--- src/hw/rtl/alti_pkg.sv ---
// ----------------------------------------------------------------------------
// alti_pkg
// Shared types and constants for the arc-length table and inverse lookup.
// ----------------------------------------------------------------------------
package alti_pkg;

   localparam int LEN_W    = 40;
   localparam int TGT_W    = LEN_W + 1;
   localparam int T_W      = 17;
   localparam int COORD_W  = 32;
   localparam int SQRT_RW  = 33;
   localparam int DIV_NW   = 57;
   localparam int DIV_DW   = 40;
   localparam int DIV_CW   = $clog2(DIV_NW + 1);

   localparam logic [LEN_W-1:0] LEN_MAX = {LEN_W{1'b1}};
   localparam logic [T_W-1:0]   ONE_Q16 = 17'h10000;

   localparam logic [1:0] OP_FIRST = 2'd0;
   localparam logic [1:0] OP_NEXT  = 2'd1;
   localparam logic [1:0] OP_QUERY = 2'd2;
   localparam logic [1:0] OP_RSVD  = 2'd3;

   localparam logic [1:0] ST_OK    = 2'd0;
   localparam logic [1:0] ST_SHORT = 2'd1;
   localparam logic [1:0] ST_FULL  = 2'd2;

   typedef struct packed {
      logic              start;
      logic [DIV_NW-1:0] num;
      logic [DIV_DW-1:0] den;
   } div_req_type;

   typedef struct packed {
      logic              done;
      logic [DIV_NW-1:0] quo;
   } div_rsp_type;

   typedef enum logic [14:0] {
      S_IDLE     = 15'b000000000000001,
      S_SQUARE   = 15'b000000000000010,
      S_SUM      = 15'b000000000000100,
      S_ROOT     = 15'b000000000001000,
      S_APPEND   = 15'b000000000010000,
      S_MUL      = 15'b000000000100000,
      S_TARGET   = 15'b000000001000000,
      S_SRCH_RD  = 15'b000000010000000,
      S_SRCH_CMP = 15'b000000100000000,
      S_HI_RD    = 15'b000001000000000,
      S_HI_CMP   = 15'b000010000000000,
      S_NX_CMP   = 15'b000100000000000,
      S_DIV_F    = 15'b001000000000000,
      S_DIV_T    = 15'b010000000000000,
      S_DONE     = 15'b100000000000000
   } state_type;

endpackage

--- src/hw/rtl/alti_sqrt.sv ---
// ----------------------------------------------------------------------------
// alti_sqrt
// Integer square root, one result bit per cycle, floor of the true root.
// ----------------------------------------------------------------------------
module alti_sqrt
   import alti_pkg::*;
(
   input  logic                   clock,
   input  logic                   reset,
   input  logic                   start,
   input  logic [2*SQRT_RW-1:0]   radicand,
   output logic                   done,
   output logic [SQRT_RW-1:0]     root
);

   localparam int CW = $clog2(SQRT_RW + 1);

   logic                   busy_ff, busy_in;
   logic [CW-1:0]          cnt_ff, cnt_in;
   logic [2*SQRT_RW-1:0]   rad_ff, rad_in;
   logic [SQRT_RW+1:0]     rem_ff, rem_in;
   logic [SQRT_RW-1:0]     root_ff, root_in;
   logic [SQRT_RW+3:0]     cur;
   logic [SQRT_RW+3:0]     trial;
   logic                   ge;

   always_comb begin
      cur   = {rem_ff, rad_ff[2*SQRT_RW-1 -: 2]};
      trial = (SQRT_RW+4)'({root_ff, 2'b01});
      ge    = (cur >= trial);
      busy_in = busy_ff;
      cnt_in  = cnt_ff;
      rad_in  = rad_ff;
      rem_in  = rem_ff;
      root_in = root_ff;
      if (start) begin
         busy_in = 1'b1;
         cnt_in  = CW'(SQRT_RW);
         rad_in  = radicand;
         rem_in  = '0;
         root_in = '0;
      end else if (busy_ff) begin
         if (cnt_ff == '0) begin
            busy_in = 1'b0;
         end else begin
            cnt_in  = cnt_ff - CW'(1);
            rad_in  = rad_ff << 2;
            rem_in  = ge ? (SQRT_RW+2)'(cur - trial) : (SQRT_RW+2)'(cur);
            root_in = {root_ff[SQRT_RW-2:0], ge};
         end
      end
   end

   always_ff @(posedge clock) begin
      if (reset) begin
         busy_ff <= 1'b0;
         cnt_ff  <= '0;
      end else begin
         busy_ff <= busy_in;
         cnt_ff  <= cnt_in;
      end
      rad_ff  <= rad_in;
      rem_ff  <= rem_in;
      root_ff <= root_in;
   end

   assign done = busy_ff && (cnt_ff == '0);
   assign root = root_ff;

endmodule

--- config.mk ---
export PLATFORM = sky130hd
export DESIGN_NAME = alti_sqrt
export DESIGN_NICKNAME = d
export VERILOG_FILES = /design/src/hw/rtl/alti_pkg.sv /design/src/hw/rtl/alti_sqrt.sv
export SDC_FILE = /design/constraint.sdc
export NUM_CORES = 1
export LEC_CHECK = 0
export BUFFER_PORTS_ARGS = -buffer_cell sky130_fd_sc_hd__buf_4
export CAP_MARGIN = 15
export CORE_MARGIN = 2
export CORE_UTILIZATION = 50
export CTS_BUF_LIST = sky130_fd_sc_hd__clkbuf_4
export DETAILED_ROUTE_END_ITERATION = 7
export HOLD_SLACK_MARGIN = 0.02
export PLACE_DENSITY = 0.71
export SLEW_MARGIN = 20
export SYNTH_ARGS = -nofsm -noshare
export SYNTH_HDL_FRONTEND = slang
export SYNTH_SLANG_ARGS = --single-unit
--- constraint.sdc ---
create_clock -name clock -period 4.8 [get_ports clock]
set_input_delay 1.44 -clock clock [delete_from_list [all_inputs] [get_ports clock]]
set_output_delay 1.44 -clock clock [all_outputs]
set_load 0.005 [all_outputs]
==> results.py <==
metrics = {
    "timing": {
        "fin_crit_sh": 0.7436,
        "tns_ps": 0,
        "finalClockSkew_ps": 9.932,
        "fin_ws_ps": 1231,
        "max_freq_ghz": 0.2802,
        "rsz0062_at_grt": "false",
        "slew_violations": 0,
        "fin_crit_ps": 3569,
        "slew-limit-headroom": 0.4370,
        "setup_viol": 0,
        "worst_slew_pin_slew_ps": 844.5,
        "finalHoldViolations": 0,
        "timing.hold.ws_ps": 489.6,
    },
    "finish": {
        "synthToLayoutAreaGrowth_pct": 14.88,
        "drive_above_1_share": 0.2848,
        "utilization": 0.5935,
        "fin_nets": 999,
        "postLayoutCellArea_mm2": 0.009089,
        "stdcell_count": 1118,
    },
    "clock_tree": {
        "cts_buffers": 17,
        "cts_tree": "done",
        "cts.hold.buffers_added": 0,
        "cts_setup_buffers": 0,
        "cts_root_buf": "clkbuf_4",
        "cts_resized": 0,
        "clk_latency_ps": 580,
        "cts_sinks": 141,
        "clkSlewWorstSetupHoldPaths_ps": 140,
        "clock_path_buffers": 2,
        "htreeDepth": 4,
    },
    "placement": {
        "hpwl_um": 11250,
        "gp_congestion": 0.8405,
        "dp_slack_ps": 1267,
        "port_buffers": 102,
        "placed_area_mm2": 0.008806,
        "placed_cells": 1085,
    },
    "power_and_ir_drop": {
        "switching_share": 0.3876,
        "p_switching_mw": 1.469,
        "power.density_mw_per_mm2": 417.1,
        "finalPower_mw": 3.791,
        "power_frac_comb": 0.411,
        "p_leak_nw": 3.488,
        "p_int_mw": 2.322,
        "clkPwrFrac": 0.205,
        "vdd.ir_drop.worst_uv": 248.1,
        "power_frac_seq": 0.383,
    },
    "floorplanning": {
        "die_y_um": 129.8,
        "die_x_um": 129.8,
        "start_util": 0.5166,
        "ios": 103,
        "core_mm2": 0.01531,
        "dieArea_mm2": 0.01685,
        "rows": 45,
    },
    "setup_path": {
        "crit_slowest_cell": "a221o_1",
        "cpMostUsedCell": "a221o_1",
        "startpoint_type": "flip-flop",
        "path_cells": "inv_1 -> ha_1 -> and4_4 -> and4_1 -> a221o_1 -> o41ai_4 -> o21ai_4 -> a221o_1 -> buf_4 -> mux2i_1 -> a211oi_1",
        "cp.required_ps": 5290,
        "worstPathMaxFanout": 17,
        "arrival_ps": 4060,
        "endpoint_kind": "flip-flop",
        "critical_path.top_delay_family": "compound AO/OA/AOI/OAI gates",
        "path_buf_inv": 2,
        "slowest_delay_ps": 560,
        "critPathKind": "reg -> reg",
    },
    "grt": {
        "grt_max_degree": 79,
        "grt_pass1_wl_um": 27030,
        "grt_pass1_vias": 5644,
        "overflow": 0,
        "antenna_found_initial": 1,
        "gr-usage-all-layers": 0.2015,
    },
    "route": {
        "drt-pass1-iter-count": 5,
        "ant_nets": 0,
        "drt_iter0_markers": 259,
        "via_count": 5986,
        "routed_wl_um": 16280,
        "drc": 0,
        "viasPerCell": 5.354,
        "post_drt_wl_per_cell_um": 14.57,
    },
    "outcome": {
        "status": "complete, no violations",
    },
    "synth": {
        "seq_area_frac_synth": 0.4403,
        "synth_area_mm2": 0.007911,
        "netlist.top_cell.by_area": "edfxtp_1",
        "avgSynthCellArea_um2": 9.767,
        "synth_cells": 810,
        "synth.most_common_cell": "nand2_1",
        "synth_nets": 916,
        "yosysWarnings": 0,
        "yosysUniqueCellTypes": 62,
        "ys_top_cells_by_count": "129 x nand2_1, 75 x dfxtp_1, 67 x a21oi_1",
        "yosysTopAreaCellShare": 0.2505,
        "synth_edf_count": 66,
        "ys_seq_elements": 141,
        "ys_async_sr_fraction": 0,
        "netlist_top_cells_area": "edfxtp_1 25%, dfxtp_1 19%, mux2_2 9.1%",
        "ys.flop_type": "dfxtp_1",
    },
    "min_path": {
        "hold_path_class": "reg -> reg",
    },
    "run": {
        "maxCapViolCount": 0,
    },
}
==> per-layer routing <==
metal  global-route usage  vias to the layer above  share of wire
li1                     -                     3067              -
met1               0.2654                     2770           0.47
met2               0.3074                      129           0.45
met3              0.07380                       20          0.065
met4              0.07021                        0          0.015
met5                    0                        -              0
==> logic make-up (layout without fill, tap and decap cells) <==
| logic type | count (synthesis) | count (layout) | share of synthesized area |
|---|---|---|---|
| and+or+nand+nor | 257 | 257 | 0.1442 |
| muxes | 68 | 68 | 0.09616 |
| adders and majority gates | 37 | 37 | 0.05852 |
| xor gates and xnor gates | 32 | 32 | 0.03543 |
| DFF | 141 | 141 | 0.4403 |
| buffers and inverters | 92 | 188 | 0.04761 |
| other | 0 | 1 | 0 |
| AOI/OAI and AO/OA | 183 | 183 | 0.1778 |
==> cells in the final DEF (no fill, tap or decap), types with 5 or more instances in the layout <==
cell type and n:
a311oi_2 18, a21o_1 11, nand3_1 7, a21oi_2 6, dfxtp_1 75, clkbuf_4 17
o21bai_1 5, xor2_1 10, nand4_1 6, nor2_1 53, edfxtp_1 66, xnor2_1 22
a211oi_1 10, inv_6 6, a31oi_1 6, o21ai_0 17, or3_1 5, buf_4 109
nor2b_1 7, o211ai_1 10, inv_1 46, nand2_2 9, a211oi_2 8, nand2_1 129
ha_1 37, a21oi_1 67, mux2_2 64, nor3_1 17
==> path summary, 6_finish.rpt <==
path | from | to | slack, ps | cells after the start
worst max-delay path | root[4] | rem_ff[23] | 1230 | 11
worst max register to register | root[4] | rem_ff[23] | 1230 | 11
worst min-delay path | root[0] | root[1] | 490 | 2
worst min register to register | root[0] | root[1] | 490 | 2
==> cell type report <==
class	instances	area, um^2
repair buffers	110	829.5
flip-flops and latches	141	3483
fillers	1373	6226
multi-input cells	577	4056
diodes	1	2.502
clock buffers	17	127.6
well taps	211	264.0
inverters	46	172.7
clock inverters	15	152.6
==> registers in the layout, summed over array words and instances, names as in the netlist <==
name     flops
rad_ff      66
busy_ff      1
rem_ff      35
cnt_ff       6
root        33
==> power groups by stage <==
stage	Combinational, mW	Sequential (mW)	Clock, mW
after CTS	1.56	1.45	0.808
after global routing	1.73	1.47	0.863
after global placement	1.55	1.48	0
after detailed placement	1.55	1.48	0
after floorplan	1.28	1.46	0
final	1.56	1.45	0.778
==> worst register-to-register path: cells and delay by family (launching register included) <==
family                   cells  cell delay (ps)
flip-flops                   1              400
buffers and inverters        2              380
multiplexers                 1              150
adder cells (fa/ha/maj)      1              360
AND/OR/NAND/NOR              2              420
AO/OA/AOI/OAI                5             1780
Note: power is estimated with default switching activity, not from simulation.
