**src/hw/rtl/alti_pkg.sv**
```systemverilog
// ----------------------------------------------------------------------------
// alti_pkg
// Shared types and constants for the arc-length table and inverse lookup.
// ----------------------------------------------------------------------------
package alti_pkg;

   localparam int LEN_W    = 40;
   localparam int TGT_W    = LEN_W + 1;
   localparam int T_W      = 17;
   localparam int COORD_W  = 32;
   localparam int SQRT_RW  = 33;
   localparam int DIV_NW   = 57;
   localparam int DIV_DW   = 40;
   localparam int DIV_CW   = $clog2(DIV_NW + 1);

   localparam logic [LEN_W-1:0] LEN_MAX = {LEN_W{1'b1}};
   localparam logic [T_W-1:0]   ONE_Q16 = 17'h10000;

   localparam logic [1:0] OP_FIRST = 2'd0;
   localparam logic [1:0] OP_NEXT  = 2'd1;
   localparam logic [1:0] OP_QUERY = 2'd2;
   localparam logic [1:0] OP_RSVD  = 2'd3;

   localparam logic [1:0] ST_OK    = 2'd0;
   localparam logic [1:0] ST_SHORT = 2'd1;
   localparam logic [1:0] ST_FULL  = 2'd2;

   typedef struct packed {
      logic              start;
      logic [DIV_NW-1:0] num;
      logic [DIV_DW-1:0] den;
   } div_req_type;

   typedef struct packed {
      logic              done;
      logic [DIV_NW-1:0] quo;
   } div_rsp_type;

   typedef enum logic [14:0] {
      S_IDLE     = 15'b000000000000001,
      S_SQUARE   = 15'b000000000000010,
      S_SUM      = 15'b000000000000100,
      S_ROOT     = 15'b000000000001000,
      S_APPEND   = 15'b000000000010000,
      S_MUL      = 15'b000000000100000,
      S_TARGET   = 15'b000000001000000,
      S_SRCH_RD  = 15'b000000010000000,
      S_SRCH_CMP = 15'b000000100000000,
      S_HI_RD    = 15'b000001000000000,
      S_HI_CMP   = 15'b000010000000000,
      S_NX_CMP   = 15'b000100000000000,
      S_DIV_F    = 15'b001000000000000,
      S_DIV_T    = 15'b010000000000000,
      S_DONE     = 15'b100000000000000
   } state_type;

endpackage

```
**src/hw/rtl/alti_div.sv**
```systemverilog
// ----------------------------------------------------------------------------
// alti_div
// Restoring unsigned divider, one quotient bit per cycle.
// ----------------------------------------------------------------------------
module alti_div
   import alti_pkg::*;
(
   input  logic        clock,
   input  logic        reset,
   input  div_req_type req,
   output div_rsp_type rsp
);

   logic              busy_ff, busy_in;
   logic [DIV_CW-1:0] cnt_ff, cnt_in;
   logic [DIV_NW-1:0] quo_ff, quo_in;
   logic [DIV_DW-1:0] rem_ff, rem_in;
   logic [DIV_DW-1:0] den_ff, den_in;
   logic [DIV_DW:0]   shifted;
   logic              ge;

   always_comb begin
      shifted = {rem_ff, quo_ff[DIV_NW-1]};
      ge      = (shifted >= {1'b0, den_ff});
      busy_in = busy_ff;
      cnt_in  = cnt_ff;
      quo_in  = quo_ff;
      rem_in  = rem_ff;
      den_in  = den_ff;
      if (req.start) begin
         busy_in = 1'b1;
         cnt_in  = DIV_CW'(DIV_NW);
         quo_in  = req.num;
         rem_in  = '0;
         den_in  = req.den;
      end else if (busy_ff) begin
         if (cnt_ff == '0) begin
            busy_in = 1'b0;
         end else begin
            cnt_in = cnt_ff - DIV_CW'(1);
            rem_in = ge ? DIV_DW'(shifted - {1'b0, den_ff}) : DIV_DW'(shifted);
            quo_in = {quo_ff[DIV_NW-2:0], ge};
         end
      end
   end

   always_ff @(posedge clock) begin
      if (reset) begin
         busy_ff <= 1'b0;
         cnt_ff  <= '0;
      end else begin
         busy_ff <= busy_in;
         cnt_ff  <= cnt_in;
      end
      quo_ff <= quo_in;
      rem_ff <= rem_in;
      den_ff <= den_in;
   end

   assign rsp.done = busy_ff && (cnt_ff == '0);
   assign rsp.quo  = quo_ff;

endmodule

```
**config.mk**
```make
export PLATFORM = sky130hd
export DESIGN_NAME = alti_div
export DESIGN_NICKNAME = d
export VERILOG_FILES = /design/src/hw/rtl/alti_pkg.sv /design/src/hw/rtl/alti_div.sv
export SDC_FILE = /design/constraint.sdc
export NUM_CORES = 1
export LEC_CHECK = 0
export BUFFER_PORTS_ARGS = -buffer_cell sky130_fd_sc_hd__clkbuf_2
export CORE_ASPECT_RATIO = 0.8
export CORE_UTILIZATION = 26
export DETAILED_ROUTE_END_ITERATION = 12
export PLACE_DENSITY = 0.5
export SYNTH_ARGS = -nofsm -noshare
export SYNTH_HDL_FRONTEND = slang
export SYNTH_SLANG_ARGS = --single-unit
```
**constraint.sdc**
```tcl
create_clock -name clock -period 6.6 [get_ports clock]
set_input_delay 1.65 -clock clock [delete_from_list [all_inputs] [get_ports clock]]
set_output_delay 1.65 -clock clock [all_outputs]
set_load 0.05 [all_outputs]
```
==> run_results.csv, run 1 <==
group,metric,value,unit
status,status,"complete, no violations",
setup_path,r2r_cells,11,
grt,first_global_vias,6433,
route,wl_per_cell,16.07,um
synth,synth_enable_flop_cells,97,
clock_tree,root_buffer,"clkbuf_16",
sta,slew_headroom,34.49,%
synth,yosysWarningCount,0,
floorplanning,die_h,162.0,um
grt,grt_pass1_wl,36370,um
flow_run,cap_violations,0,
sta,skew,0.01958,ns
grt,overflow,0,
synth,synth_top_area_share,35.02,%
finish,syn_to_final_growth,22.05,%
clock_tree,cts_made_buffers,17,
synth,syn_inst,833,
power_and_ir_drop,seqPwrFrac,38.7,%
setup_path,crit_start,"den_ff[3]$_DFFE_PP_",
clock_tree,cts_tree,"built",
finish,final_util,32.31,%
setup_path,worst-path-buf-inv,2,
finish,insertedDiodeCount,0,
clock_tree,clkLatencyLatePin,0.44,ns
placement,place.port_buffers,157,
sta,fin_crit_sh,52.81,%
grt,grt_max_degree,74,
setup_path,path_cells,"inv_1, ha_1, nand3_1, o21bai_1, a21boi_4, a211oi_4, a2111oi_2, or3_1, buf_4, nand2_2, o22ai_2",
setup_path,r2r_start,"den_ff[3]$_DFFE_PP_",
route,drc,0,
floorplanning,boundaryPins,158,
sta,fmax,286.9,MHz
synth,synth_nets,975,
setup_path,critical_path_class,"flop to flop",
sta,worstMarginPinSlew,0.9826,ns
floorplanning,die_w,202.0,um
route,ant_nets,0,
hold_path,hp-start,"rem_ff[8]$_SDFFE_PP0P_",
route,vias_per_cell,4.813,
synth,ys_top_cells_by_count,"edfxtp_1, nand2_1, o21ai_0",
grt,antenna_found_initial,0,
power_and_ir_drop,power.switching,0.9557,mW
placement,place_hpwl,16530,um
placement,place_congestion,0.8448,
synth,syn_avg_cell_area,9.986,um^2
hold_path,whs_path_depth,2,
power_and_ir_drop,p_per_area,282.4,mW/mm^2
setup_path,crit_path_top_delay_cell,"a2111oi_2",
setup_path,worstPathMaxFanout,24,
sta,fin_crit,3.486,ns
floorplanning,fp.coreArea,0.03142,mm^2
sta,slew_violations,0,
power_and_ir_drop,switching_share,33.34,%
route,drt-pass1-iter-count,5,
setup_path,critPathTopFamily,"compound AO/OA/AOI/OAI gates",
clock_tree,hold_buffers,0,
route,wirelength,22630,um
setup_path,critPathLaunchType,"flop",
power_and_ir_drop,ir_drop,0.1790,mV
synth,synthArstFlopShare,0,%
sta,final_hold_viol_count,0,
sta,finalSetupTns,0,ns
synth,ys_types,67,
sta,rsz0062_at_grt,"false",
setup_path,endpoint_kind,"flop",
synth,syn_area,0.008318,mm^2
clock_tree,cts_resized,0,
power_and_ir_drop,p_comb_share,25.2,%
clock_tree,h-tree-depth,4,
synth,synth_ff_type,"edfxtp_1",
power_and_ir_drop,power.leakage,4.170,nW
hold_path,hold_class,"flop to flop",
synth,synth_top_area_cell,"edfxtp_1",
clock_tree,clock-sinks,144,
setup_path,max_stage_delay,0.56,ns
clock_tree,cts_max_path_buffers,2,
route,first_iter_violations,491,
setup_path,r2r_setup_slack,3.11,ns
setup_path,worstPathArrival,3.82,ns
synth,ys_seq_elements,144,
setup_path,cp.required,6.94,ns
clock_tree,clk_pin_slew_worst_paths,0.07,ns
floorplanning,die_area,0.03272,mm^2
synth,synth.area.top_cells,"edfxtp_1, dfxtp_1, mux2_2",
finish,drive_above_1_share,27.23,%
power_and_ir_drop,pwr-share-clk,36.1,%
sta,setup_viol,0,
floorplanning,num_rows,58,
hold_path,hold_end,"rem_ff[9]$_SDFFE_PP0P_",
synth,ys_seq_area_share,46.33,%
floorplanning,start_util,26.47,%
clock_tree,postCtsSetupRepairBufs,0,
power_and_ir_drop,intPower,1.911,mW
finish,fin_nets,1117,
grt,track_usage,14.23,%
route,vias,6776,
setup_path,r2r_end,"rem_ff[28]$_SDFFE_PP0P_",
synth,yosys.cell_count.top_type,"edfxtp_1",
worst max-delay path by stage:
stage | end | depth (start not counted)
global route | rem_ff[35]$_SDFFE_PP0P_ | 11
detailed placement | rem_ff[39]$_SDFFE_PP0P_ | 10
CTS | rem_ff[28]$_SDFFE_PP0P_ | 11
global placement | quo_ff[51]$_DFFE_PP_ | 4
floorplan | quo_ff[0]$_DFFE_PP_ | 3
finish | rem_ff[28]$_SDFFE_PP0P_ | 11
layout by cell type, fill, tap and decap left out, drive strengths merged, types with 4 or more instances in the layout:
| cell type | netlist | final |
|---|---|---|
| inv | 54 | 62 |
| buf | 12 | 9 |
| o21ai | 62 | 62 |
| nor2 | 44 | 44 |
| nand3 | 23 | 23 |
| clkbuf | 30 | 173 |
| nand2b | 9 | 9 |
| nand2 | 88 | 88 |
| a211oi | 9 | 9 |
| dfxtp | 47 | 47 |
| o211ai | 11 | 11 |
| o21bai | 6 | 6 |
| mux2 | 57 | 57 |
| a41oi | 5 | 5 |
| o21a | 5 | 5 |
| ha | 41 | 41 |
| a21o | 15 | 15 |
| or3 | 9 | 9 |
| a21oi | 47 | 47 |
| and3 | 8 | 8 |
| nor2b | 7 | 7 |
| xor2 | 12 | 12 |
| a31oi | 26 | 26 |
| a21boi | 4 | 4 |
| xnor2 | 18 | 18 |
| edfxtp | 97 | 97 |
| nor3 | 14 | 14 |
| nand4 | 12 | 12 |
| and2 | 5 | 5 |
| a311oi | 8 | 8 |
| a2111oi | 7 | 7 |
final cells by class:
cell class              count  area, um^2
well taps                 420       525.5
inverters                  54       202.7
fillers                  3329       21270
repair buffers            165       848.3
flip-flops and latches    144        3854
multi-input cells         593        4101
clock buffers              17       425.4
clock inverters            15       195.2
registers in the layout (all words and copies together) (netlist names):
name,cells
busy_ff,1
cnt_ff,6
den_ff,40
quo_ff,57
rem_ff,40
metrics by stage:
step	cell area, um^2	power [mW]	hold WS (ns)	setup WS (ns)	std cells
6_report	10150	2.867	0.4850	3.114	1408
5_1_grt	10150	3.025	0.5179	2.819	1408
4_1_cts	10150	2.908	0.4840	3.090	1408
3_5_place_dp	9532	1.849	0.4800	3.120	1376
3_3_place_gp	9532	1.847	0.4794	3.126	1376
2_1_floorplan	8318	1.655	0.4601	3.067	833
kinds of logic after synthesis:
group / share of synthesized area (%)
compound gates: 18.22
simple gates: 13.55
flops: 46.33
fa+ha+maj: 6.408
mux: 7.717
xor+xnor: 3.159
buf+inv: 4.618
power groups by stage:
stage / combinational, mW / sequential [mW] / clock, mW
floorplan: 0.394 / 1.26 / 0
global placement: 0.719 / 1.13 / 0
detailed placement: 0.719 / 1.13 / 0
CTS: 0.723 / 1.11 / 1.07
global route: 0.791 / 1.12 / 1.11
finish: 0.721 / 1.11 / 1.04
tightest hold or removal path: stages, from the launching register on:
cell and delay (ns):
dfxtp_1 0.32, nand2_1 0.06, a31oi_1 0.07
per-layer routing:
metal,up-vias,track usage [%],wire length (um)
met5,-,0,0
met4,0,3.960,259
met3,18,2.789,989
met2,168,20.54,9692
met1,3208,21.28,11690
li1,3382,-,-
No activity file was read; power rests on OpenSTA's default activity.
==> inputs of run 2 (changes only) <==
ABC_AREA = 1   (was unset)
PLACE_DENSITY = 0.49   (was 0.5)
clock period = 3.65 ns   (was 6.6 ns; I/O delays follow)
==> run 2 against run 1 <==
  * Critical path depth is 2 higher
  * Sequential share of layout area is 3.2 points lower
  * Synthesized cell count rose by 58%
  * Routed wire length rose by 18%
  * Flip-flop and latch count did not move
  * Sequential power increased by 74%
  * First-iteration DRC count is 12% higher
  * Critical path type unchanged
  * Non-clock buffer count is 2 lower
  * Critical endpoint is now rem_ff[35]$_SDFFE_PP0P_
  * Largest cell class unchanged
  * Final cell count is 39% higher
  * Combinational power grew 6.2%
==> run_results.csv, run 2 <==
group,metric,value,unit
status,status,"complete, no violations",
sta,whs,0.4694,ns
synth,synth_ff_type,"edfxtp_1",
sta,fin_crit,2.734,ns
power_and_ir_drop,ir_drop,0.2648,mV
clock_tree,cts_max_path_buffers,2,
floorplanning,die_area,0.03616,mm^2
floorplanning,boundaryPins,158,
sta,setup_viol,0,
grt,antenna_found_initial,0,
sta,slew_headroom,26.21,%
power_and_ir_drop,switching_share,30.63,%
clock_tree,cts_resized,0,
synth,yosysWarningCount,0,
flow_run,cap_violations,0,
floorplanning,num_rows,61,
synth,yosys.cell_count.top_type,"nand2_1",
finish,stdcell_area,0.01109,mm^2
sta,finalSetupTns,0,ns
synth,synth_enable_flop_cells,97,
power_and_ir_drop,power.total,4.584,mW
sta,final_hold_viol_count,0,
synth,ys_types,35,
placement,place_hpwl,20450,um
clock_tree,hold_buffers,0,
finish,drive_above_1_share,14.50,%
synth,ys_seq_elements,144,
synth,synth.area.top_cells,"edfxtp_1, nand2_1, dfxtp_1",
route,drt-pass1-iter-count,5,
clock_tree,clock-sinks,144,
route,drc,0,
floorplanning,die_w,212.3,um
clock_tree,cts_tree,"built",
floorplanning,fp.coreArea,0.03480,mm^2
clock_tree,clk_pin_slew_worst_paths,0.07,ns
placement,place.port_buffers,157,
synth,synth_top_area_cell,"edfxtp_1",
sta,rsz0062_at_grt,"false",
synth,synthArstFlopShare,0,%
finish,largest_reg_flops,57,
route,vias,8313,
sta,fmax,365.7,MHz
grt,track_usage,15.22,%
finish,final_util,31.86,%
power_and_ir_drop,power.switching,1.404,mW
sta,worstMarginPinSlew,1.107,ns
grt,overflow,0,
sta,skew,0.01918,ns
route,wirelength,26750,um
floorplanning,start_util,26.44,%
synth,synth_nets,1462,
power_and_ir_drop,p_per_area,413.4,mW/mm^2
clock_tree,cts_made_buffers,17,
setup_path,critical_path_class,"flop to flop",
finish,insertedDiodeCount,0,
synth,syn_avg_cell_area,6.972,um^2
placement,place_congestion,0.9052,
grt,grt_pass1_wl,42350,um
hold_path,hold_class,"flop to flop",
finish,syn_to_final_growth,20.50,%
grt,grt_max_degree,75,
route,wl_per_cell,13.68,um
setup_path,worstPathArrival,3.07,ns
synth,syn_inst,1320,
finish,fin_nets,1612,
power_and_ir_drop,power.leakage,5.812,nW
finish,largestRegisters,"quo_ff (57), den_ff (40), rem_ff (40)",
synth,syn_area,0.009203,mm^2
power_and_ir_drop,pwr-share-clk,41.1,%
clock_tree,postCtsSetupRepairBufs,0,
sta,slew_violations,0,
clock_tree,h-tree-depth,4,
grt,first_global_vias,7735,
power_and_ir_drop,intPower,3.180,mW
route,ant_nets,0,
setup_path,worstPathMaxFanout,23,
finish,top_register,"quo_ff",
route,vias_per_cell,4.252,
power_and_ir_drop,p_comb_share,16.7,%
placement,placed_area,0.01047,mm^2
setup_path,cp.required,3.99,ns
setup_path,endpoint_kind,"flop",
clock_tree,clkLatencyLatePin,0.45,ns
finish,final_cell_mix,"nand2_1, inv_1, clkbuf_2",
setup_path,critPathLaunchType,"flop",
power_and_ir_drop,seqPwrFrac,42.2,%
synth,synth_top_area_share,31.65,%
floorplanning,die_h,170.3,um
synth,ys_seq_area_share,41.88,%
synth,ys_top_cells_by_count,"nand2_1, inv_1, edfxtp_1",
finish,final_common_cell,"nand2_1",
sta,fin_crit_sh,74.91,%
route,first_iter_violations,550,
clock_tree,root_buffer,"clkbuf_16",
## run 2: changes by cell type in the layout (fill, tap and decap cells not counted), moves of 31 or more
cell | previous run | this run
o21ai_0 | 60 | 13
nand3_1 | 23 | 96
inv_1 | 53 | 219
nor2_1 | 44 | 75
nand2_1 | 87 | 562
mux2_2 | 57 | 0
## run 2: cell type report
class / instances / area, um^2
timing repair buffer: 163 / 845.8
clock inverter: 14 / 193.9
tap: 472 / 590.6
inverter: 229 / 859.6
multi-input combinational: 915 / 4317
clock buffer: 18 / 429.2
sequential: 144 / 3854
fill: 3866 / 23710
## run 2: power by group through the flow
stage | clock [mW] | combinational [mW] | sequential, mW
finish | 1.88 | 0.766 | 1.93
global route | 2.02 | 0.836 | 1.95
CTS | 1.96 | 0.771 | 1.94
detailed placement | 0 | 0.769 | 1.97
global placement | 0 | 0.768 | 1.97
floorplan | 0 | 0.290 | 2.21
## run 2: logic make-up (layout without fill, tap and decap cells)
| logic type | after synthesis | after routing | share of synthesized area (%) |
|---|---|---|---|
| AOI/OAI and AO/OA | 72 | 72 | 4.256 |
| DFF | 144 | 144 | 41.88 |
| buffers and inverters | 261 | 424 | 11.24 |
| adders and majority gates | 42 | 42 | 5.792 |
| xor gates and xnor gates | 22 | 22 | 2.094 |
| and+or+nand+nor | 779 | 779 | 34.74 |
## run 2: critical path: stages (launching register included)
cell      delay, ns
edfxtp_1       0.37
inv_1          0.08
ha_1           0.28
a21oi_1        0.25
o21ai_1        0.13
a21oi_1        0.19
nand2_2        0.09
nor2_4         0.49
buf_4          0.41
nand3_1        0.12
nand2_1        0.07
clkinv_1       0.06
nand2_1        0.05
nand2_1        0.04
## run 2: metrics by stage
step / std cells / worst slack (ns)
after floorplan: 1320 / 0.06939
after global placement: 1923 / 0.9001
after global routing: 1955 / 0.6163
after CTS: 1955 / 0.9050
final: 1955 / 0.9158
after detailed placement: 1923 / 0.8824
## run 2: worst paths after layout
kind | from | slack, ns | cells after the start | endpoint
setup / recovery | den_ff[36]$_DFFE_PP_ | 0.92 | 13 | rem_ff[35]$_SDFFE_PP0P_
setup reg to reg | den_ff[36]$_DFFE_PP_ | 0.92 | 13 | rem_ff[35]$_SDFFE_PP0P_
hold / removal | rem_ff[21]$_SDFFE_PP0P_ | 0.47 | 2 | rem_ff[21]$_SDFFE_PP0P_
hold reg to reg | rem_ff[21]$_SDFFE_PP0P_ | 0.47 | 2 | rem_ff[21]$_SDFFE_PP0P_
## run 2: routing by layer
layer | routed length [um] | up-vias | share of wire, % | track usage (%)
met2 | 10950 | 152 | 41 | 21.71
met5 | 0 | - | 0 | 0
met4 | 196 | 0 | 0.73 | 3.660
li1 | - | 4386 | - | -
met3 | 1094 | 11 | 4.1 | 3.082
met1 | 14510 | 3764 | 54 | 23.02
